[src/hdl/cserl_pkg.sv]
// shared constants, types and codes for the crc-stamped event ring log
package cserl_pkg;

    // ring depth and derived widths
    localparam int LOG_DEPTH = 16;
    localparam int PTR_W     = $clog2(LOG_DEPTH);
    localparam int CNT_W     = $clog2(LOG_DEPTH + 1);
    localparam int POS_W     = 4;
    localparam int CMP_W     = (CNT_W > POS_W) ? CNT_W : POS_W;
    localparam int HELD_W    = 5;

    // crc-16/ccitt-false
    localparam logic [15:0] CRC_INIT  = 16'hFFFF;
    localparam logic [15:0] CRC_POLY  = 16'h1021;
    localparam logic [15:0] CRC_TOP   = 16'h8000;
    localparam int          CRC_BYTES = 9;
    localparam int          MSG_W     = 8 * CRC_BYTES;
    localparam int          BCNT_W    = $clog2(CRC_BYTES + 1);

    // record layout {type, uuid, param, length, crc}
    localparam int REC_W = 64;

    // request codes
    localparam logic REQ_STORE = 1'b0;
    localparam logic REQ_READ  = 1'b1;

    typedef enum logic [1:0] {
        STAT_STORED  = 2'd0,
        STAT_READ_OK = 2'd1,
        STAT_BEYOND  = 2'd2
    } status_t;

    typedef enum logic [2:0] {
        ST_IDLE,
        ST_CRC,
        ST_WRITE,
        ST_READ,
        ST_DONE
    } state_t;

    typedef struct packed {
        logic start;
    } crc_ctrl_t;

    typedef struct packed {
        logic busy;
        logic done;
    } crc_stat_t;

endpackage

[src/hdl/crc_stamped_event_ring_log_top.sv]
// top level of the crc-stamped event ring log
//
// an overwrite-oldest ring of 16 event records, each stamped with a
// crc-16/ccitt-false over nine bytes (three zero spare bytes, type, uuid
// low/high, parameter id, length low/high). a store request writes a
// record at the write pointer and answers with the stored fields and
// their crc; a read request answers with the record at a position counted
// from the oldest held record, or with status "beyond" and zero fields
// when the position is not below the held count. one request is worked
// at a time: a store passes through the crc unit, which folds in one
// byte per cycle over nine bytes, then through its done flag, the memory
// write and the result load; a read passes through the memory's
// registered read port and then the result load, and a read beyond the
// count goes straight to the result load. the next request is taken in
// the cycle after the result is loaded, and the result side can stall a
// result that is ready to load. the result sits in an output register,
// so a new request is accepted while the previous result still waits to
// be taken. records live in a single-port-write, registered-read memory;
// entries are never read before they are written, so the memory needs no
// clearing after reset.
module crc_stamped_event_ring_log_top
    import cserl_pkg::*;
(
    input  logic        clk,
    input  logic        rst_n,
    input  logic        in_valid,
    output logic        in_ready,
    input  logic        req_type,
    input  logic [7:0]  event_type,
    input  logic [15:0] svc_uuid,
    input  logic [7:0]  param_code,
    input  logic [15:0] data_length,
    input  logic [3:0]  read_position,
    output logic        out_valid,
    input  logic        out_ready,
    output logic [1:0]  status,
    output logic [7:0]  out_type,
    output logic [15:0] out_uuid,
    output logic [7:0]  out_param,
    output logic [15:0] out_length,
    output logic [15:0] out_crc,
    output logic [4:0]  entries_held
);

    // control state
    state_t             state_reg, state_next;
    logic [PTR_W-1:0]   wp_reg, wp_next;
    logic [CNT_W-1:0]   cnt_reg, cnt_next;
    logic               out_valid_reg, out_valid_next;

    // request payload held while the request is worked
    logic [7:0]         type_reg;
    logic [15:0]        uuid_reg;
    logic [7:0]         param_reg;
    logic [15:0]        len_reg;
    status_t            kind_reg;
    logic [PTR_W-1:0]   rd_addr_reg;

    // result register
    status_t            status_reg;
    logic [7:0]         out_type_reg;
    logic [15:0]        out_uuid_reg;
    logic [7:0]         out_param_reg;
    logic [15:0]        out_len_reg;
    logic [15:0]        out_crc_reg;
    logic [HELD_W-1:0]  held_reg;

    // datapath
    logic               accept;
    logic               beyond;
    logic [CMP_W-1:0]   pos_ext;
    logic [CMP_W-1:0]   cnt_ext;
    logic [PTR_W-1:0]   start_idx;
    logic [PTR_W:0]     idx_sum;
    logic [PTR_W-1:0]   rd_idx;
    logic [MSG_W-1:0]   crc_msg;
    crc_ctrl_t          crc_ctrl;
    crc_stat_t          crc_stat;
    logic [15:0]        crc_value;
    logic               ram_we;
    logic               ram_re;
    logic [REC_W-1:0]   ram_wdata;
    logic [REC_W-1:0]   ram_rdata;
    logic               load_out;
    logic               log_full;

    assign accept   = in_valid && in_ready;
    assign log_full = (cnt_reg == CNT_W'(LOG_DEPTH));

    // read position check and ring index of the requested record
    assign pos_ext   = CMP_W'(read_position);
    assign cnt_ext   = CMP_W'(cnt_reg);
    assign beyond    = (pos_ext >= cnt_ext);
    // when the ring is full the oldest record sits at the write pointer
    assign start_idx = log_full ? wp_reg : '0;
    assign idx_sum   = (PTR_W+1)'(start_idx) + (PTR_W+1)'(read_position);
    // sum stays below twice the depth, so one subtract wraps it
    assign rd_idx    = (idx_sum >= (PTR_W+1)'(LOG_DEPTH))
                     ? PTR_W'(idx_sum - (PTR_W+1)'(LOG_DEPTH))
                     : PTR_W'(idx_sum);

    // crc byte order: spare, spare, spare, type, uuid lo, uuid hi, param, len lo, len hi
    assign crc_msg = {24'h000000, event_type, svc_uuid[7:0], svc_uuid[15:8],
                      param_code, data_length[7:0], data_length[15:8]};

    assign ram_wdata = {type_reg, uuid_reg, param_reg, len_reg, crc_value};

    cserl_crc16 u_crc (
        .clk   (clk),
        .rst_n (rst_n),
        .ctrl  (crc_ctrl),
        .msg   (crc_msg),
        .stat  (crc_stat),
        .crc   (crc_value)
    );

    cserl_ram u_ram (
        .clk     (clk),
        .we      (ram_we),
        .wr_addr (wp_reg),
        .wr_data (ram_wdata),
        .re      (ram_re),
        .rd_addr (rd_addr_reg),
        .rd_data (ram_rdata)
    );

    // next state
    always_comb
    begin
        state_next = state_reg;
        unique case (state_reg)
            ST_IDLE:
            begin
                if (accept)
                begin
                    if (req_type == REQ_STORE)
                    begin
                        state_next = ST_CRC;
                    end
                    else if (beyond)
                    begin
                        state_next = ST_DONE;
                    end
                    else
                    begin
                        state_next = ST_READ;
                    end
                end
            end
            ST_CRC:
            begin
                if (crc_stat.done)
                begin
                    state_next = ST_WRITE;
                end
            end
            ST_WRITE:
            begin
                state_next = ST_DONE;
            end
            ST_READ:
            begin
                state_next = ST_DONE;
            end
            ST_DONE:
            begin
                if (load_out)
                begin
                    state_next = ST_IDLE;
                end
            end
            default:
            begin
                state_next = ST_IDLE;
            end
        endcase
    end

    // state outputs
    always_comb
    begin
        in_ready       = 1'b0;
        crc_ctrl.start = 1'b0;
        ram_we         = 1'b0;
        ram_re         = 1'b0;
        load_out       = 1'b0;
        unique case (state_reg)
            ST_IDLE:
            begin
                in_ready       = 1'b1;
                crc_ctrl.start = in_valid && (req_type == REQ_STORE);
            end
            ST_CRC:
            begin
            end
            ST_WRITE:
            begin
                ram_we = 1'b1;
            end
            ST_READ:
            begin
                ram_re = 1'b1;
            end
            ST_DONE:
            begin
                // hold the result until the output register is free
                load_out = !out_valid_reg || out_ready;
            end
            default:
            begin
            end
        endcase
    end

    // pointer advances on the write, and the count too until the ring is full
    always_comb
    begin
        wp_next  = wp_reg;
        cnt_next = cnt_reg;
        if (ram_we)
        begin
            wp_next = (wp_reg == PTR_W'(LOG_DEPTH - 1)) ? '0 : wp_reg + 1'b1;
            if (!log_full)
            begin
                cnt_next = cnt_reg + 1'b1;
            end
        end
    end

    always_comb
    begin
        if (load_out)
        begin
            out_valid_next = 1'b1;
        end
        else if (out_ready)
        begin
            out_valid_next = 1'b0;
        end
        else
        begin
            out_valid_next = out_valid_reg;
        end
    end

    always_ff @(posedge clk or negedge rst_n)
    begin
        if (!rst_n)
        begin
            state_reg     <= ST_IDLE;
            wp_reg        <= '0;
            cnt_reg       <= '0;
            out_valid_reg <= 1'b0;
        end
        else
        begin
            state_reg     <= state_next;
            wp_reg        <= wp_next;
            cnt_reg       <= cnt_next;
            out_valid_reg <= out_valid_next;
        end
    end

    // request capture
    always_ff @(posedge clk)
    begin
        if (accept)
        begin
            type_reg    <= event_type;
            uuid_reg    <= svc_uuid;
            param_reg   <= param_code;
            len_reg     <= data_length;
            rd_addr_reg <= rd_idx;
            if (req_type == REQ_STORE)
            begin
                kind_reg <= STAT_STORED;
            end
            else if (beyond)
            begin
                kind_reg <= STAT_BEYOND;
            end
            else
            begin
                kind_reg <= STAT_READ_OK;
            end
        end
    end

    // result capture
    always_ff @(posedge clk)
    begin
        if (load_out)
        begin
            status_reg <= kind_reg;
            held_reg   <= HELD_W'(cnt_reg);
            case (kind_reg)
                STAT_STORED:
                begin
                    out_type_reg  <= type_reg;
                    out_uuid_reg  <= uuid_reg;
                    out_param_reg <= param_reg;
                    out_len_reg   <= len_reg;
                    out_crc_reg   <= crc_value;
                end
                STAT_READ_OK:
                begin
                    out_type_reg  <= ram_rdata[63:56];
                    out_uuid_reg  <= ram_rdata[55:40];
                    out_param_reg <= ram_rdata[39:32];
                    out_len_reg   <= ram_rdata[31:16];
                    out_crc_reg   <= ram_rdata[15:0];
                end
                default:
                begin
                    out_type_reg  <= '0;
                    out_uuid_reg  <= '0;
                    out_param_reg <= '0;
                    out_len_reg   <= '0;
                    out_crc_reg   <= '0;
                end
            endcase
        end
    end

    assign out_valid    = out_valid_reg;
    assign status       = status_reg;
    assign out_type     = out_type_reg;
    assign out_uuid     = out_uuid_reg;
    assign out_param    = out_param_reg;
    assign out_length   = out_len_reg;
    assign out_crc      = out_crc_reg;
    assign entries_held = held_reg;

endmodule

[src/hdl/cserl_ram.sv]
// record memory: one write port, one registered read port
module cserl_ram
    import cserl_pkg::*;
(
    input  logic             clk,
    input  logic             we,
    input  logic [PTR_W-1:0] wr_addr,
    input  logic [REC_W-1:0] wr_data,
    input  logic             re,
    input  logic [PTR_W-1:0] rd_addr,
    output logic [REC_W-1:0] rd_data
);

    logic [REC_W-1:0] mem [LOG_DEPTH];
    logic [REC_W-1:0] rd_data_reg;

    always_ff @(posedge clk)
    begin
        if (we)
        begin
            mem[wr_addr] <= wr_data;
        end
    end

    always_ff @(posedge clk)
    begin
        if (re)
        begin
            rd_data_reg <= mem[rd_addr];
        end
    end

    assign rd_data = rd_data_reg;

endmodule

[src/hdl/cserl_crc16.sv]
// byte-serial crc-16/ccitt-false unit, one message byte per cycle
module cserl_crc16
    import cserl_pkg::*;
(
    input  logic             clk,
    input  logic             rst_n,
    input  crc_ctrl_t        ctrl,
    input  logic [MSG_W-1:0] msg,
    output crc_stat_t        stat,
    output logic [15:0]      crc
);

    logic [15:0]       crc_reg;
    logic [15:0]       crc_next;
    logic [MSG_W-1:0]  msg_reg;
    logic [BCNT_W-1:0] bcnt_reg;
    logic              busy_reg;
    logic              done_reg;
    logic              last_byte;

    // one byte through the polynomial, msb first
    function automatic logic [15:0] crc_byte(input logic [15:0] c_in, input logic [7:0] b);
        logic [15:0] c;
        c = c_in ^ {b, 8'h00};
        for (int i = 0; i < 8; i++)
        begin
            if ((c & CRC_TOP) != 16'h0000)
            begin
                c = (c << 1) ^ CRC_POLY;
            end
            else
            begin
                c = c << 1;
            end
        end
        return c;
    endfunction

    assign crc_next  = crc_byte(crc_reg, msg_reg[MSG_W-1 -: 8]);
    assign last_byte = (bcnt_reg == BCNT_W'(CRC_BYTES - 1));

    always_ff @(posedge clk or negedge rst_n)
    begin
        if (!rst_n)
        begin
            busy_reg <= 1'b0;
            done_reg <= 1'b0;
            bcnt_reg <= '0;
        end
        else
        begin
            done_reg <= 1'b0;
            if (ctrl.start)
            begin
                busy_reg <= 1'b1;
                bcnt_reg <= '0;
            end
            else if (busy_reg)
            begin
                bcnt_reg <= bcnt_reg + 1'b1;
                if (last_byte)
                begin
                    busy_reg <= 1'b0;
                    done_reg <= 1'b1;
                end
            end
        end
    end

    always_ff @(posedge clk)
    begin
        if (ctrl.start)
        begin
            crc_reg <= CRC_INIT;
            msg_reg <= msg;
        end
        else if (busy_reg)
        begin
            crc_reg <= crc_next;
            msg_reg <= msg_reg << 8;
        end
    end

    assign stat.busy = busy_reg;
    assign stat.done = done_reg;
    assign crc       = crc_reg;

endmodule

[config.mk]
export PLATFORM = sky130hd
export DESIGN_NAME = crc_stamped_event_ring_log_top
export DESIGN_NICKNAME = d
export VERILOG_FILES = /design/src/hdl/cserl_pkg.sv /design/src/hdl/crc_stamped_event_ring_log_top.sv /design/src/hdl/cserl_ram.sv /design/src/hdl/cserl_crc16.sv
export SDC_FILE = /design/constraint.sdc
export NUM_CORES = 1
export LEC_CHECK = 0
export BUFFER_PORTS_ARGS = -buffer_cell sky130_fd_sc_hd__buf_2
export CORE_MARGIN = 8
export CORE_UTILIZATION = 35
export CTS_BUF_LIST = sky130_fd_sc_hd__clkbuf_16
export DETAILED_ROUTE_END_ITERATION = 12
export PLACE_DENSITY_LB_ADDON = 0.05
export SYNTH_ARGS = -nofsm -noshare
export SYNTH_HDL_FRONTEND = slang
export SYNTH_SLANG_ARGS = --single-unit
[constraint.sdc]
create_clock -name clk -period 11.6 [get_ports clk]
set_input_delay 0.58 -clock clk [delete_from_list [all_inputs] [get_ports clk]]
set_output_delay 0.58 -clock clk [all_outputs]
set_load 0.01 [all_outputs]
# Word-level counts from Yosys, hierarchy flattened
# Memories as Yosys holds them, arrays and structs flattened. A register that Yosys moved wholly into a read port is not among the register bits.
# Cells that the tools add are included.
[word_totals]
memories = 1
inputBits = 57
mem_bits_rw = 1024
reg_bits = 232
output_inout_bits = 73
elab_cells = 106
[mem_list]
columns = ["name", "words", "word_bits", "read_ports", "rd_ports_with_merged_regs", "write_ports", "line_no", "rtl"]
rows = [
  ["u_ram.mem", 16, 64, 1, 1, 1, "cserl_ram.sv:14", "logic [REC_W-1:0] mem [LOG_DEPTH];"],
]
[op_classes]
mux = 42
bitwise = 11
eq_ne = 11
reduce_logical = 11
magnitude_cmp = 2
n_addsub = 5
[op_table]
columns = ["operator", "count"]
rows = [
  ["$mux 13", 8],
  ["$mux 48", 2],
  ["$pmux 16 s2", 3],
  ["$pmux 8 s2", 2],
  ["$not 3->3", 8],
  ["$mux 4", 5],
  ["$xor 16x16->16", 1],
  ["$mux 1", 15],
  ["$mux 3", 5],
  ["$pmux 3 s4", 1],
  ["$add 4x1->4 const B", 2],
  ["$eq 4x4->1 const B", 2],
  ["$eq 3x2->1 const B", 2],
  ["$add 4x4->5", 1],
  ["$add 5x1->5 const B", 1],
  ["$eq 5x5->1 const B", 1],
  ["$ge 4x5->1", 1],
  ["$ge 5x5->1 const B", 1],
  ["$ne 2x2->1 const B", 2],
  ["$reduce_bool 2->1", 2],
  ["$sub 4x1->4 const B", 1],
  ["$eq 3x1->1 const B", 1],
  ["$eq 3x3->1 const B", 1],
  ["$logic_not 3->1", 1],
  ["11 further kinds", 13],
]

# Longest topological paths before layout
[depth]
word_depth = 17
ltp_mapped = 9
mapped_depth_nobuf = 9

# Modules after synthesis
# A second synthesis with hierarchy kept.
[hier_totals]
cells_unflattened = 2274
hier_area_um2 = 50031.7
[modules_own_cells]
columns = ["mod", "cells_each", "n_inst", "seq_area_each_um2", "area_each_um2"]
rows = [
  ["cserl_ram", 1647, 1, 32671.3, 40222.3],
  ["crc_stamped_event_ring_log_top", 367, 1, 4078.9, 5621.6],
  ["cserl_crc16", 260, 1, 2632.5, 4187.8],
]

# Least setup slack after synthesis
# OpenSTA, ideal clock, no wires.
[synth_path]
path_type = "register -> register"
start = "register state_reg[0]"
end = "register held_reg[0] (netlist: entries_held[0]) (enable)"
synth_period_minus_slack_ps = 4181
required_time_ps = 11099
t_arrival_ps = 3681
setup_slack_ps = 7419
setup_time_ps = 501
n_path_buf = 1
path_stages_with_launch = 5
cell_sequence = "dfrtp_1 clkbuf_1 nor2_1 nand2_1 nor2_1"
[synth_between]
elab_chain_len = 2
[synth_lines]
columns = ["element", "line_no", "rtl"]
rows = [
  ["start, declared", "crc_stamped_event_ring_log_top.sv:46", "state_t state_reg, state_next;"],
  ["start signal, assigned", "crc_stamped_event_ring_log_top.sv:257", "state_reg <= state_next;"],
  ["$eq 3x3->1", "crc_stamped_event_ring_log_top.sv:187", "unique case (state_reg)"],
  ["$mux 1", "crc_stamped_event_ring_log_top.sv:187", ""],
  ["net load_out", "crc_stamped_event_ring_log_top.sv:84", "logic load_out;"],
  ["end signal, assigned", "crc_stamped_event_ring_log_top.sv:295", "held_reg <= HELD_W'(cnt_reg);"],
  ["end, declared", "crc_stamped_event_ring_log_top.sv:66", "logic [HELD_W-1:0] held_reg;"],
]
# The timed path passes the listed nets, and every way through them passes these cells.
# A chain may end at the register's enable or synchronous reset.

==> out/results.txt <==
Status: finished clean
Tcrit/Tclk final: 35.0%
CP cell instances: buf_4, buf_4, buf_4, mux4_2, a22oi_1, nand2_1
TNS Setup: 0 ns
Vias in the first global route: 25800
Hold Crit Depth: 1
Vias: 24000
WHS: 0.0819 ns
Yosys cell types: 47
Min-delay src: param_code[5]
CP Depth: 6
Leak pwr: 0.0191 µW
EDFF count, synth: 1261
Die W: 393 µm
Full die area: 154000 µm²
H-tree levels: 4
Worst r2r dst: u_ram.rd_data[42]
Clk root buf: clkbuf_16
Pins Over Slew Limit: 0
Mapped Nets: 2458
Largest net degree at the start of global routing: 129
CP max FO: 48
Commonest non-fill, non-tap cell in the layout: edfxtp_1
Slowest stage cell, crit path: buf_4
Hold Crit Class: in2reg
Most frequent cells in the layout: 1261 x edfxtp_1, 256 x mux4_2, 197 x nand2_1
Final non-filler cell area: 57300 µm²
Num ports: 130
Clock transition at the registers of the reported paths: 0.06 ns
Final #Nets: 2674
Max Cap Viol: 0
Fin. Hold Viols: 0
CTS Buf Count: 148
Core Rows: 138
Post_cts resized: 0
Clock Skew: 0.0223 ns
Area Growth Syn to Fin: 15.4%
Worst r2r path cells: 6
Clk_lat worst skew: 0.76 ns
CORE AREA: 141000 µm²
Critical Path AT: 4.54 ns
Area contributors post-synth: edfxtp_1 76%, mux4_2 12%, a22oi_1 1.9%
Worst EP required: 12.08 ns
Crit path buf inv count: 3
Residual DRC: 0
Post-synthesis register bit count: 1320
Setup crit end kind: register
Fraction of layout cells with a size suffix above 1: 24.1%
Fraction of registers with async set/reset: 1.44%
Top FF cell, synth: edfxtp_1
Slew margin rel.: 29.0%
Mapped Cells: 2385
R2R Path Start: rd_addr_reg[0]
Max FFs per register: 1024
Average wire per standard cell: 30.1 µm
CP top delay family: buffers and inverters
Crit Path Class: reg2reg
First-pass GRT wire length: 195 mm
Post-synth top area share: 76.3%
Compound-gate portion of the synthesized area: 2.36%
Final setup vio count: 0
Avg Inst Size Synth: 20.8 µm²
Post-DP HPWL: 70.2 mm
CTS tree: done
CTS Buffer Depth: 3
Netlist Area Pre-Place: 49600 µm²
Total GRT Usage: 17.9%
Largest family of logic cells by synthesized area: multiplexers
Dominant cell type by area after synthesis: edfxtp_1
GP Congestion: 0.712
Seq/Total Area, Yosys: 78.8%
Tightest Pin Transition: 1.07 ns
Power density over the cells: 218 nW/µm²
GRT overflow: 0
Hold EP: param_reg[5]
Port Buffers: 129
Mux contribution to synthesized area: 13.4%
Reg-to-reg slack, setup: 7.54 ns
First-pass DRT Iterations: 5
CP peak stage delay: 0.89 ns
Adder-Cell Fraction of Synth Area: 0.418%
Die Y: 393 µm
Simple-gate share of the synthesized area: 3.09%
RSZ-0062 raised after global routing: no
DRT antenna net count: 0
Initial antenna violation count: 5
Initial Util: 35.2%
Synth Area in XOR/XNOR: 0.617%
Final Critical Period: 4.06 ns
Final wirelength: 139 mm
Peak supply drop: 0.140 mV
Postcts setup bufs: 0
Avg Vias per Cell: 5.21
Placed Area: 52600 µm²
Number of DRC markers in iteration 0: 1872
CP most frequent cell: buf_4
Synth warnings: 0
Num Clock Sinks: 1320
Setup crit start kind: register
Max Clk Rate: 0.246 GHz
-- power breakdown --
part           switching (µW)  internal (µW)  total, µW
clock network            1900           2540       4430
registers                 414           5890       6310
logic                    1090            685       1770
total                    3400           9120      12500
-- per-layer routing --
metal | routed length, µm | vias up | GRT usage [%]
li1 | - | 10100 | -
met1 | 63100 | 13100 | 25.0
met2 | 66800 | 599 | 29.1
met3 | 6370 | 187 | 3.32
met4 | 2840 | 2 | 4.39
met5 | 13 | - | 0
-- through the flow --
stage,setup slack [ns],power (µW),utilization [%],instances
floorplan,7.42,7430,-,2385
global placement,7.36,8190,37.2,4325
detailed placement,7.31,8230,37.2,4325
CTS,7.30,12700,40.6,4613
global route,7.06,13000,40.6,4613
finish,7.54,12500,40.6,4614
-- logic make-up (layout without fill, tap and decap cells) --
family                   after synthesis  after routing
XOR/XNOR                              35             35
AO/OA/AOI/OAI                        164            164
other                                  0              1
AND/OR/NAND/NOR                      367            367
multiplexers                         345            345
adder cells (fa/ha/maj)               16             16
buffers and inverters                138            476
flip-flops                          1320           1320
-- cell type report --
| cell class | count | area, µm² |
|---|---|---|
| Fill cell | 12700 | 83900 |
| Multi-Input combinational cell | 927 | 9970 |
| Antenna cell | 1 | 2.50 |
| Timing Repair Buffer | 187 | 1170 |
| Clock inverter | 116 | 694 |
| Clock buffer | 156 | 3900 |
| Inverter | 17 | 65.1 |
| Sequential cell | 1320 | 39100 |
| Tap cell | 1890 | 2360 |
-- synthesized netlist by cell type (2+ instances only) --
| library cell | instances |
|---|---|
| edfxtp_1 | 1261 |
| and3_1 | 4 |
| o21ai_0 | 18 |
| xor2_1 | 9 |
| nand2_1 | 198 |
| dfxtp_1 | 40 |
| buf_4 | 4 |
| nor2b_1 | 3 |
| nor2_1 | 112 |
| a22oi_1 | 128 |
| nor3_1 | 6 |
| ha_1 | 15 |
| mux2i_1 | 89 |
| nand3_1 | 2 |
| xnor2_1 | 26 |
| mux4_2 | 256 |
| buf_1 | 9 |
| dfrtp_1 | 19 |
| a31oi_1 | 3 |
| a21oi_1 | 7 |
| buf_6 | 6 |
| inv_1 | 16 |
| and2_1 | 27 |
| nand4_1 | 3 |
| clkbuf_1 | 62 |
| nand2b_1 | 2 |
| buf_2 | 40 |
-- worst max path at each step --
| stage | start | end | slack, ns |
|---|---|---|---|
| 3_3_place_gp | rd_addr_reg[0] | u_ram.rd_data[42] | 7.36 |
| 6_report | rd_addr_reg[0] | u_ram.rd_data[42] | 7.54 |
| 3_5_place_dp | rd_addr_reg[0] | u_ram.rd_data[42] | 7.31 |
| 5_1_grt | rd_addr_reg[0] | u_ram.rd_data[42] | 7.06 |
| 4_1_cts | rd_addr_reg[0] | u_ram.rd_data[42] | 7.30 |
| 2_1_floorplan | state_reg[0] | entries_held[0] | 7.42 |
-- timing repair --
item                                    CTS  global route
hold buffers                             16             0
endpoints found under the setup margin    0             0
hold endpoints to repair                 34             0
No activity file was read; power rests on OpenSTA's default activity.
